`src/rtl/ncc_pkg.sv`:
```
`timescale 1ns / 1ps
package ncc_pkg;

	// fixed field widths
	localparam int unsigned IDX_W    = 16;
	localparam int unsigned LOCAL_W  = 17;
	localparam int unsigned DIST_W   = 50;
	localparam int unsigned LIM_W    = 25;
	localparam int unsigned CFG_DW   = 64;
	localparam int unsigned CFG_AW   = 4;

	// clamp on the local atom count
	localparam logic [LIM_W-1:0] MAX_ATOMS = 25'd65536;

	typedef logic [IDX_W-1:0]   idx_t;
	typedef logic [LOCAL_W-1:0] local_t;
	typedef logic [DIST_W-1:0]  dist_t;

	// register index, taken from paddr[3] (registers sit at 8 * index)
	typedef enum logic {
		REG_LOCAL_COUNT = 1'b0,
		REG_CUTOFF_SQ   = 1'b1
	} reg_idx_t;

	// control that travels alongside the squares into the select stage
	typedef struct packed {
		logic valid;
		logic present;
		logic last;
		idx_t cand_index;
		idx_t rep_index;
	} sel_ctrl_t;

	// one segment result
	typedef struct packed {
		logic found;
		idx_t first;
		idx_t second;
		logic owner;
	} sel_res_t;

	// local when below the clamped local count
	function automatic logic is_local(input idx_t idx, input local_t lc);
		logic [LIM_W-1:0] lim;
		lim = (LIM_W'(lc) > MAX_ATOMS) ? MAX_ATOMS : LIM_W'(lc);
		return LIM_W'(idx) < lim;
	endfunction

endpackage

```
`src/rtl/ncc_sqdist.sv`:
```
`timescale 1ns / 1ps
module ncc_sqdist #(
	parameter int unsigned COORD_BITS = 24
) (
	input  logic                          clk,
	input  logic                          en,
	input  logic signed [COORD_BITS-1:0]  rep_c_s1  [3],
	input  logic signed [COORD_BITS-1:0]  cand_c_s1 [3],
	output logic        [2*COORD_BITS-1:0] sq_s2    [3]
);

	localparam int unsigned DW = COORD_BITS + 1;

	// per axis: exact difference, magnitude, square; registered
	for (genvar k = 0; k < 3; k++) begin : g_axis
		logic signed [DW-1:0]         diff;
		logic        [DW-1:0]         mag_full;
		logic        [COORD_BITS-1:0] mag;

		assign diff     = DW'(cand_c_s1[k]) - DW'(rep_c_s1[k]);
		assign mag_full = diff[DW-1] ? DW'(-diff) : DW'(diff);
		// |diff| never exceeds 2^COORD_BITS - 1
		assign mag      = mag_full[COORD_BITS-1:0];

		always_ff @(posedge clk) begin
			if (en) begin
				sq_s2[k] <= (2*COORD_BITS)'(mag) * (2*COORD_BITS)'(mag);
			end
		end
	end

endmodule

```
`src/rtl/ncc_select.sv`:
```
`timescale 1ns / 1ps
module ncc_select
	import ncc_pkg::*;
#(
	parameter int unsigned COORD_BITS = 24
) (
	input  logic                        clk,
	input  logic                        arst_n,
	input  logic                        en,
	input  sel_ctrl_t                   ctrl_s2,
	input  logic [2*COORD_BITS-1:0]     sq_s2 [3],
	input  local_t                      local_count,
	input  dist_t                       cutoff_sq,
	output sel_res_t                    res
);

	localparam int unsigned SQ_W  = 2 * COORD_BITS;
	localparam int unsigned SUM_W = SQ_W + 2;
	localparam int unsigned CMP_W = (SUM_W > DIST_W) ? SUM_W : DIST_W;

	idx_t             best_index_q;
	dist_t            best_dist_q;
	logic             have_q;

	logic [SUM_W-1:0] sum;
	logic [CMP_W-1:0] sum_ext;
	logic             kept;
	logic             win_now;
	logic             have_eff;
	idx_t             best_eff;
	logic             rep_loc;
	logic             win_loc;

	// squared distance (fits in 50 bits); anything past the cutoff drops
	assign sum     = SUM_W'(sq_s2[0]) + SUM_W'(sq_s2[1]) + SUM_W'(sq_s2[2]);
	assign sum_ext = CMP_W'(sum);
	assign kept    = ctrl_s2.present && (sum_ext <= CMP_W'(cutoff_sq));
	assign win_now = kept && (!have_q || (sum_ext[DIST_W-1:0] < best_dist_q));

	// view including this beat's candidate
	assign have_eff = have_q || win_now;
	assign best_eff = win_now ? ctrl_s2.cand_index : best_index_q;

	// ownership rule
	assign rep_loc = is_local(ctrl_s2.rep_index, local_count);
	assign win_loc = is_local(best_eff, local_count);

	always_comb begin
		res = '0;
		if (have_eff && rep_loc) begin
			res.found  = 1'b1;
			res.first  = ctrl_s2.rep_index;
			res.second = best_eff;
			res.owner  = 1'b1;
		end else if (have_eff && win_loc) begin
			res.found  = 1'b1;
			res.first  = best_eff;
			res.second = ctrl_s2.rep_index;
			res.owner  = 1'b0;
		end
	end

	// running minimum, cleared at segment end
	always_ff @(posedge clk or negedge arst_n) begin
		if (!arst_n) begin
			best_index_q <= '0;
			best_dist_q  <= '0;
			have_q       <= 1'b0;
		end else if (en && ctrl_s2.valid) begin
			if (ctrl_s2.last) begin
				best_index_q <= '0;
				best_dist_q  <= '0;
				have_q       <= 1'b0;
			end else if (win_now) begin
				best_index_q <= ctrl_s2.cand_index;
				best_dist_q  <= sum_ext[DIST_W-1:0];
				have_q       <= 1'b1;
			end
		end
	end

endmodule

```
`src/rtl/nearest_candidate_contact_select_unit.sv`:
```
`timescale 1ns / 1ps
// Nearest-candidate contact selector. Takes one candidate beat per cycle
// while not stalled, measures its squared distance to the segment
// representative, keeps the first strictly nearest candidate within
// cutoff_sq (equal is kept), and on the segment's last beat returns one
// result beat with the contact pair and ownership. Three register stages
// (input, per-axis squares, result) lie between the accepted closing beat
// and out_valid; beats flow at a sustained rate of one beat per cycle when
// not stalled; the only back-to-back dependence is the compare-and-keep loop
// in the select stage. The pipeline stalls only when a segment result reaches
// a held output register; in_ready follows out_ready in the same cycle.
// Registers: local_count at 0x0, cutoff_sq at 0x8 (64-bit APB).
module nearest_candidate_contact_select_unit
	import ncc_pkg::*;
#(
	parameter int unsigned COORD_BITS = 24
) (
	input  logic                          clk,
	input  logic                          arst_n,
	// APB configuration
	input  logic                          psel,
	input  logic                          penable,
	input  logic                          pwrite,
	input  logic [CFG_AW-1:0]             paddr,
	input  logic [CFG_DW-1:0]             pwdata,
	output logic [CFG_DW-1:0]             prdata,
	output logic                          pready,
	// candidate stream
	input  logic                          in_valid,
	output logic                          in_ready,
	input  logic [IDX_W-1:0]              rep_index,
	input  logic signed [COORD_BITS-1:0]  rep_x,
	input  logic signed [COORD_BITS-1:0]  rep_y,
	input  logic signed [COORD_BITS-1:0]  rep_z,
	input  logic                          cand_present,
	input  logic [IDX_W-1:0]              cand_index,
	input  logic signed [COORD_BITS-1:0]  cand_x,
	input  logic signed [COORD_BITS-1:0]  cand_y,
	input  logic signed [COORD_BITS-1:0]  cand_z,
	input  logic                          last_in_segment,
	// contact results
	output logic                          out_valid,
	input  logic                          out_ready,
	output logic                          contact_found,
	output logic [IDX_W-1:0]              first_atom,
	output logic [IDX_W-1:0]              second_atom,
	output logic                          owner_computes
);

	local_t                         local_count_q;
	dist_t                          cutoff_sq_q;
	reg_idx_t                       reg_sel;

	logic                           en;
	logic                           stall;
	logic                           load_res;

	logic                           valid_s1;
	logic                           present_s1;
	logic                           last_s1;
	idx_t                           cand_index_s1;
	idx_t                           rep_index_s1;
	logic signed [COORD_BITS-1:0]   rep_c_s1  [3];
	logic signed [COORD_BITS-1:0]   cand_c_s1 [3];

	sel_ctrl_t                      ctrl_s2;
	logic [2*COORD_BITS-1:0]        sq_s2 [3];
	sel_res_t                       res;

	sel_res_t                       res_q;
	logic                           out_valid_q;

	// configuration registers
	assign pready  = 1'b1;
	assign reg_sel = reg_idx_t'(paddr[3]);

	always_ff @(posedge clk or negedge arst_n) begin
		if (!arst_n) begin
			local_count_q <= '0;
			cutoff_sq_q   <= '0;
		end else if (psel && penable && pwrite) begin
			case (reg_sel)
				REG_LOCAL_COUNT: local_count_q <= pwdata[LOCAL_W-1:0];
				REG_CUTOFF_SQ:   cutoff_sq_q   <= pwdata[DIST_W-1:0];
				default: ;
			endcase
		end
	end

	always_comb begin
		case (reg_sel)
			REG_LOCAL_COUNT: prdata = CFG_DW'(local_count_q);
			REG_CUTOFF_SQ:   prdata = CFG_DW'(cutoff_sq_q);
			default:         prdata = '0;
		endcase
	end

	// pipeline advance: hold only when a result meets a full output register
	assign stall    = ctrl_s2.valid && ctrl_s2.last && out_valid_q && !out_ready;
	assign en       = !stall;
	assign in_ready = en;
	assign load_res = en && ctrl_s2.valid && ctrl_s2.last;

	// input stage
	always_ff @(posedge clk or negedge arst_n) begin
		if (!arst_n) begin
			valid_s1 <= 1'b0;
		end else if (en) begin
			valid_s1 <= in_valid;
		end
	end

	always_ff @(posedge clk) begin
		if (en && in_valid) begin
			present_s1    <= cand_present;
			last_s1       <= last_in_segment;
			cand_index_s1 <= cand_index;
			rep_index_s1  <= rep_index;
			rep_c_s1[0]   <= rep_x;
			rep_c_s1[1]   <= rep_y;
			rep_c_s1[2]   <= rep_z;
			cand_c_s1[0]  <= cand_x;
			cand_c_s1[1]  <= cand_y;
			cand_c_s1[2]  <= cand_z;
		end
	end

	// squares stage
	ncc_sqdist #(
		.COORD_BITS (COORD_BITS)
	) u_sqdist (
		.clk       (clk),
		.en        (en),
		.rep_c_s1  (rep_c_s1),
		.cand_c_s1 (cand_c_s1),
		.sq_s2     (sq_s2)
	);

	always_ff @(posedge clk or negedge arst_n) begin
		if (!arst_n) begin
			ctrl_s2 <= '0;
		end else if (en) begin
			ctrl_s2.valid      <= valid_s1;
			ctrl_s2.present    <= present_s1;
			ctrl_s2.last       <= last_s1;
			ctrl_s2.cand_index <= cand_index_s1;
			ctrl_s2.rep_index  <= rep_index_s1;
		end
	end

	// compare-and-keep, ownership
	ncc_select #(
		.COORD_BITS (COORD_BITS)
	) u_select (
		.clk         (clk),
		.arst_n      (arst_n),
		.en          (en),
		.ctrl_s2     (ctrl_s2),
		.sq_s2       (sq_s2),
		.local_count (local_count_q),
		.cutoff_sq   (cutoff_sq_q),
		.res         (res)
	);

	// result register
	always_ff @(posedge clk or negedge arst_n) begin
		if (!arst_n) begin
			out_valid_q <= 1'b0;
		end else if (load_res) begin
			out_valid_q <= 1'b1;
		end else if (out_ready) begin
			out_valid_q <= 1'b0;
		end
	end

	always_ff @(posedge clk) begin
		if (load_res) begin
			res_q <= res;
		end
	end

	assign out_valid      = out_valid_q;
	assign contact_found  = res_q.found;
	assign first_atom     = res_q.first;
	assign second_atom    = res_q.second;
	assign owner_computes = res_q.owner;

	// input side stalls only behind a held result
	a_stall_cause: assert property (@(posedge clk) disable iff (!arst_n)
		!in_ready |-> (out_valid && !out_ready))
		else $error("in_ready low without a held result");

	// a finishing segment always lands in the output register
	a_result_lands: assert property (@(posedge clk) disable iff (!arst_n)
		load_res |=> out_valid)
		else $error("segment result lost");

	// no-contact results carry all-zero fields
	a_no_contact_zero: assert property (@(posedge clk) disable iff (!arst_n)
		(out_valid && !contact_found) |->
			(first_atom == '0 && second_atom == '0 && !owner_computes))
		else $error("no-contact result with nonzero fields");

endmodule

```
`config.mk`:
```
export PLATFORM = sky130hd
export DESIGN_NAME = nearest_candidate_contact_select_unit
export DESIGN_NICKNAME = d
export VERILOG_FILES = /design/src/rtl/ncc_pkg.sv /design/src/rtl/ncc_sqdist.sv /design/src/rtl/ncc_select.sv /design/src/rtl/nearest_candidate_contact_select_unit.sv
export SDC_FILE = /design/constraint.sdc
export NUM_CORES = 2
export LEC_CHECK = 0
export BUFFER_PORTS_ARGS = -buffer_cell sky130_fd_sc_hd__buf_4
export CORE_MARGIN = 2
export CORE_UTILIZATION = 50
export CTS_BUF_LIST = sky130_fd_sc_hd__clkbuf_8
export DETAILED_ROUTE_END_ITERATION = 8
export PLACE_DENSITY = 0.75
export SYNTH_ARGS = -nofsm -noshare
export SYNTH_HDL_FRONTEND = slang
export SYNTH_SLANG_ARGS = --single-unit
export TNS_END_PERCENT = 1
```
`constraint.sdc`:
```
create_clock -name clk -period 22.7 [get_ports clk]
set_input_delay 2.27 -clock clk [delete_from_list [all_inputs] [get_ports clk]]
set_output_delay 2.27 -clock clk [all_outputs]
set_load 0.03 [all_outputs]
```
=== Word level (Yosys, flattened, before mapping) ===
Cells that the tools add are included.

* Add/subtract/negate cells: 8
* Multipliers: 3
* Magnitude comparators: 5
* Muxes and demuxes: 15
* Bitwise gates (word level): 1
* Reduce and logical (&&, ||, !) cells: 22

{| class="wikitable"
|+ Operators by type and width
! operator !! number
|-
| multiplier 24 x 24 -> 48 bit || 3
|-
| case mux 64 bit (2 select lines) || 1
|-
| two-way mux 50 bit || 2
|-
| subtractor 24 x 24 -> 25 bit || 3
|-
| two-way mux 24 bit || 3
|-
| negator 24 bit || 3
|-
| adder 50 x 48 -> 50 bit || 1
|-
| <= comparator 50 bit || 1
|-
| < comparator 16 x 25 -> 1 bit || 2
|-
| < comparator 50 bit || 1
|-
| adder 48 x 48 -> 49 bit || 1
|-
| two-way mux 34 bit || 1
|-
| two-way mux 33 bit || 1
|-
| two-way mux 16 bit || 2
|-
| greater-than comparator 17 bit (second input constant) || 1
|-
| two-way mux 17 bit || 1
|-
| logical AND 1 bit || 12
|-
| AND reduction 2 bit || 3
|-
| two-way mux 1 bit || 4
|-
| nonzero test 2 bit || 2
|-
| zero test 1 bit || 3
|-
| logical OR 1 bit || 2
|-
| inverter 1 bit || 1
|}

* Flip-flop bits (word level): 527
* Word-level logic and storage cells: 83

=== Depth between registers and ports, before layout ===
* Depth in word-level cells: 10
* Gate-level depth with buffers: 50

=== By module ===
Synthesis repeated with hierarchy kept, for this count alone.

* Cells, all modules: 7743
* Area, all modules: 77047.6 um^2

{| class="wikitable"
|+ By module, submodules not included
! module !! times used !! cells an instance !! area an instance (um^2)
|-
| ncc_sqdist || 1 || 6109 || 56446.6
|-
| nearest_candidate_contact_select_unit || 1 || 511 || 10890.4
|-
| ncc_select || 1 || 1123 || 9710.6
|}

=== Least setup slack after synthesis ===
Ideal clock, no wire load.

* Path kind: register -> register
* Start: reg rep_c_s1[24] (netlist name)
* End: reg u_sqdist.sq_s2[95] (netlist name) (data pin)
* Library setup time: 0.268 ns
* Arrival time: 10.323 ns
* Required time: 22.432 ns
* Slack: 12.109 ns
* Cell stages (with the launch flop): 39
* Path buffers: 1
* Cell sequence: edfxtp_1 > ha_1 > fa_1 > nor2b_1 > o31a_1 > o21ai_1 > nor4b_1 > nor3_1 > or3b_1 > nor3b_1 > nor2b_1 > nor2_1 > xnor2_1 > clkinv_1 > clkbuf_1 > nor2_1 > fa_1 > fa_1 > [3 not listed] > inv_1 > fa_1 > inv_1 > fa_1 > inv_1 > fa_1 > ha_1 > o21a_1 > o211ai_1 > a2111oi_0 > o311ai_0 > o2111a_1 > a211oi_1 > a31o_2 > a221o_1 > a221o_1 > a21oi_1 > xnor3_1

* Cells in the longest elaborated chain, start to end: 4

{| class="wikitable"
|+ Ends and longest elaborated chain
! element !! line !! RTL
|-
| start: declaration || nearest_candidate_contact_select_unit.sv:63 || <nowiki>logic signed [COORD_BITS-1:0] rep_c_s1 [3];</nowiki>
|-
| subtractor 24 x 24 -> 25 bit (*) || ncc_sqdist.sv:20 || <nowiki>assign diff = DW'(cand_c_s1[k]) - DW'(rep_c_s1[k]);</nowiki>
|-
| negator 24 bit || ncc_sqdist.sv:21 || <nowiki>assign mag_full = diff[DW-1] ? DW'(-diff) : DW'(diff);</nowiki>
|-
| two-way mux 24 bit (*) || ncc_sqdist.sv:21 ||
|-
| multiplier 24 x 24 -> 48 bit (*) || ncc_sqdist.sv:27 || <nowiki>sq_s2[k] <= (2*COORD_BITS)'(mag) * (2*COORD_BITS)'(mag);</nowiki>
|-
| end signal: indexed assignment || ncc_sqdist.sv:27 ||
|-
| end: declaration || ncc_sqdist.sv:9 || <nowiki>output logic [2*COORD_BITS-1:0] sq_s2 [3]</nowiki>
|}

Every way passes the cells marked *; elsewhere a longest branch is shown, timed or not.
A chain may end at the register's enable or synchronous reset.

=== Worst setup path after layout ===
* Start: reg rep_c_s1[0] (netlist name)
* End: reg u_sqdist.sq_s2[47] (netlist name) (data pin)

The elaborated chain is that of the path after synthesis.

==> key figures <==
Floorplanning
  – Core area: 156000 um2
  – Die Y-Extent: 400 um
  – Die area: between 150000 and 200000 um2
  – Die X: 400 um
  – # IOs: about 350
  – Row Count: 145
  – Initial Util: 0.503

Timing
  – Clk_skew: 75.1 ps
  – Hold_ws: roughly 450 ps
  – Post-route setup TNS: 0 ps
  – Fin. max-slew vios: 0
  – RSZ-0062 raised after global routing: false
  – Final setup fails: 0
  – Final period util: 0.570
  – Worst-margin pin slew: 1110 ps
  – Maximum clock frequency: 77.2 MHz
  – Relative slew margins: 0.257
  – Min Clock Period, post-route: 12950 ps
  – Count of final hold-check violations: 0

Routing
  – Vias: around 57k
  – Total Wirelength: 198000 um
  – DRC viols: 0
  – Pre-antenna DRT Iters: 6
  – Number of DRC markers in iteration 0: 3853
  – ANT nets after route: 0
  – WL per Instance: 19.0 um
  – Vias per cell: about 5.5

Logic synthesis
  – Post-synthesis mux area share: 0.0201
  – Post-synth EDFFs: roughly 350
  – Seq cells post-synth: 524
  – Synth unique cells: 100
  – Top cells by area, synth: fa_1 32%, edfxtp_1 14%, ha_1 13%
  – Post-synth top flop: edfxtp_1
  – Post-Synth Simple-Gate Area: 0.0983
  – Synth warn: 0
  – Post-synthesis sequential area ratio: 0.190
  – Mapped Area: 78300 um2
  – Mapped Avg Cell Area: 9.79 um2
  – XOR/XNOR Fraction of Synth Area: 0.0401
  – Area share of the largest cell type after synthesis: 0.325
  – Synth Instances: 8001
  – Largest family of logic cells by synthesized area: adder cells
  – FFs w/ async S/R, synth: 0.326
  – Synth Area in Adders: 0.454
  – Compound-Gate Fraction of Synth Area: 0.0985
  – Yosys top cell by area: fa_1

Hold path
  – Worst min path class: flip-flop to flip-flop

Worst setup path
  – Worst EP required: 23260 ps
  – Kind of start point of the critical path: flip-flop
  – Arrival @ worst endpoint: around 14000 ps
  – WS Path Type: flip-flop to flip-flop
  – Worst setup EP type: flip-flop
  – Worst Path Max Fanout: 17
  – Delay-heaviest family, CP: adder cells
  – WP buf/inv: 6
  – Crit path max-delay cell type: xnor2_2
  – CP peak stage delay: between 800 and 900 ps
  – Most Frequent Cell on Critical Path: fa_1

CTS
  – Clock transition at path regs: 60 ps
  – Hold Buf Count CTS: 0
  – Sink Count: 524
  – Max clock buf depth: 3
  – Root buf cell: clkbuf_8
  – Total CTS buffers: 95
  – CTS tree: built
  – Clock Latency Late Sink: 860 ps
  – Post-CTS resize count: 0
  – Postcts setup bufs: 0
  – # H-tree levels: 3

Final layout
  – Nets: 10.6k
  – Area growth, synth to finish: 9.08%
  – Final Instance Count excl. Fillers: 10.4k
  – # fillers: around 13k
  – Share of layout cells above drive strength 1: 0.0919

Placement
  – Detailed Place HPWL: 159000 um
  – Dpl cells: 10.3k
  – Placer congestion estimate: 0.927
  – Port Buf Inserts: 321

Run status
  – Status: complete, no violations

GRT
  – Largest net degree at the start of global routing: ~150
  – Initial antenna violation count: 2
  – GRT Residual Overflow: 0
  – Vias in the first global route: 61.6k
  – First-pass GRT wire length: 321000 um
  – GRT Overall Usage: 0.255

Job
  – Number of max-cap violations: 0
-- per-stage QoR --
| step | instance area, um2 | util | setup slack, ps |
|---|---|---|---|
| detailed placement | 83400 | 0.535 | 9990 |
| CTS | 85400 | 0.548 | 9940 |
| floorplan | 78400 | - | 12110 |
| global placement | 83400 | 0.535 | 10240 |
| finish | 85400 | 0.548 | 9750 |
| global route | 85400 | 0.548 | 9230 |
-- path summary, 6_finish.rpt --
| kind | startpoint | end | slack [ps] | cells past startpoint |
|---|---|---|---|---|
| hold / removal | last_s1 | ctrl_s2[32] | 450 | 1 |
| hold reg to reg | last_s1 | ctrl_s2[32] | 450 | 1 |
| setup reg to reg | rep_c_s1[0] | u_sqdist.sq_s2[47] | 9750 | 39 |
| max in group asynchronous | arst_n | u_select.best_dist_q[9] | 19570 | 2 |
| min in group asynchronous | arst_n | ctrl_s2[7] | 1480 | 1 |
| setup / recovery | rep_c_s1[0] | u_sqdist.sq_s2[47] | 9750 | 39 |
-- sequential cells by signal, indices dropped and copies added (netlist names), 17 cells and up --
register,flops
ctrl_s2,35
rep_c_s1,72
local_count_q,17
cand_c_s1,72
u_sqdist.sq_s2,141
cutoff_sq_q,50
u_select.best_dist_q,50
-- cell type report --
class / count / area (um2) / share of cell area
multi-input combinational: 5443 / 56000 / 0.655
antenna: 3 / 7.51 / 0.0000879
clock inverter: 67 / 619 / 0.00725
tap: 2058 / 2570 / 0.0301
clock buffer: 104 / 1430 / 0.0168
inverter: 1831 / 6870 / 0.0804
sequential: 524 / 14900 / 0.174
timing repair buffer: 407 / 3070 / 0.0360
-- synthesized netlist by cell type (16+ instances only) --
cell type and count:
buf_4 16, xnor2_1 232, and2_1 62, o21ai_0 195, ha_1 809, clkbuf_1 171, nand2_1 553, o21a_1 52
and3_1 24, or3_1 19, nor2_1 637, inv_1 1812, nor2b_1 49, a22o_1 67, edfxtp_1 353, buf_1 23
o211ai_1 30, a31oi_1 37, mux2_2 120, dfrtp_1 171, fa_1 1270, a211oi_1 28, nand3_1 68, nor3_1 36
nand4_1 51, or2_2 24, o31ai_1 21, mux2i_1 22, xor2_1 122, a21oi_1 297, nand2b_1 86, a21o_1 235
o21bai_1 44
-- cells by family after synthesis --
logic type,count (synthesis)
fa+ha+maj,2079
buf+inv,2047
simple gates,1693
compound gates,1158
flops,524
xor+xnor,356
mux,142
other cells,2
-- placed cells by master (no fill, tap or decap), types with 20 or more instances in the layout --
master | netlist | final
o21a_1 | 52 | 52
nand2b_1 | 86 | 86
xnor2_1 | 232 | 217
o21bai_1 | 44 | 44
buf_4 | 16 | 405
inv_1 | 1812 | 1829
edfxtp_1 | 353 | 353
nor2_1 | 637 | 634
clkbuf_8 | 0 | 104
nor2b_1 | 49 | 49
and3_1 | 24 | 24
nand3_1 | 68 | 67
nand2_1 | 553 | 553
a31oi_1 | 37 | 37
o21ai_0 | 195 | 195
mux2_2 | 120 | 120
a21oi_1 | 297 | 297
dfrtp_1 | 171 | 171
mux2i_1 | 22 | 22
and2_1 | 62 | 61
nand4_1 | 51 | 51
or2_2 | 24 | 24
fa_1 | 1270 | 1270
nor3_1 | 36 | 36
o31ai_1 | 21 | 20
a211oi_1 | 28 | 28
ha_1 | 809 | 809
xor2_1 | 122 | 113
o211ai_1 | 30 | 30
a21o_1 | 235 | 235
clkinv_1 | 8 | 28
a22o_1 | 67 | 67
-- per-layer routing --
layer / wire length (um) / global-route usage / up-vias
met2: 97900 / 0.439 / 2053
met4: 8930 / 0.109 / 2
met3: 14400 / 0.0419 / 514
met5: 15 / 0 / -
li1: - / - / 26000
met1: 77200 / 0.318 / 28600
Power is not shown: default switching activity piles up to over one toggle a cycle in this logic, so the estimate is an artifact.
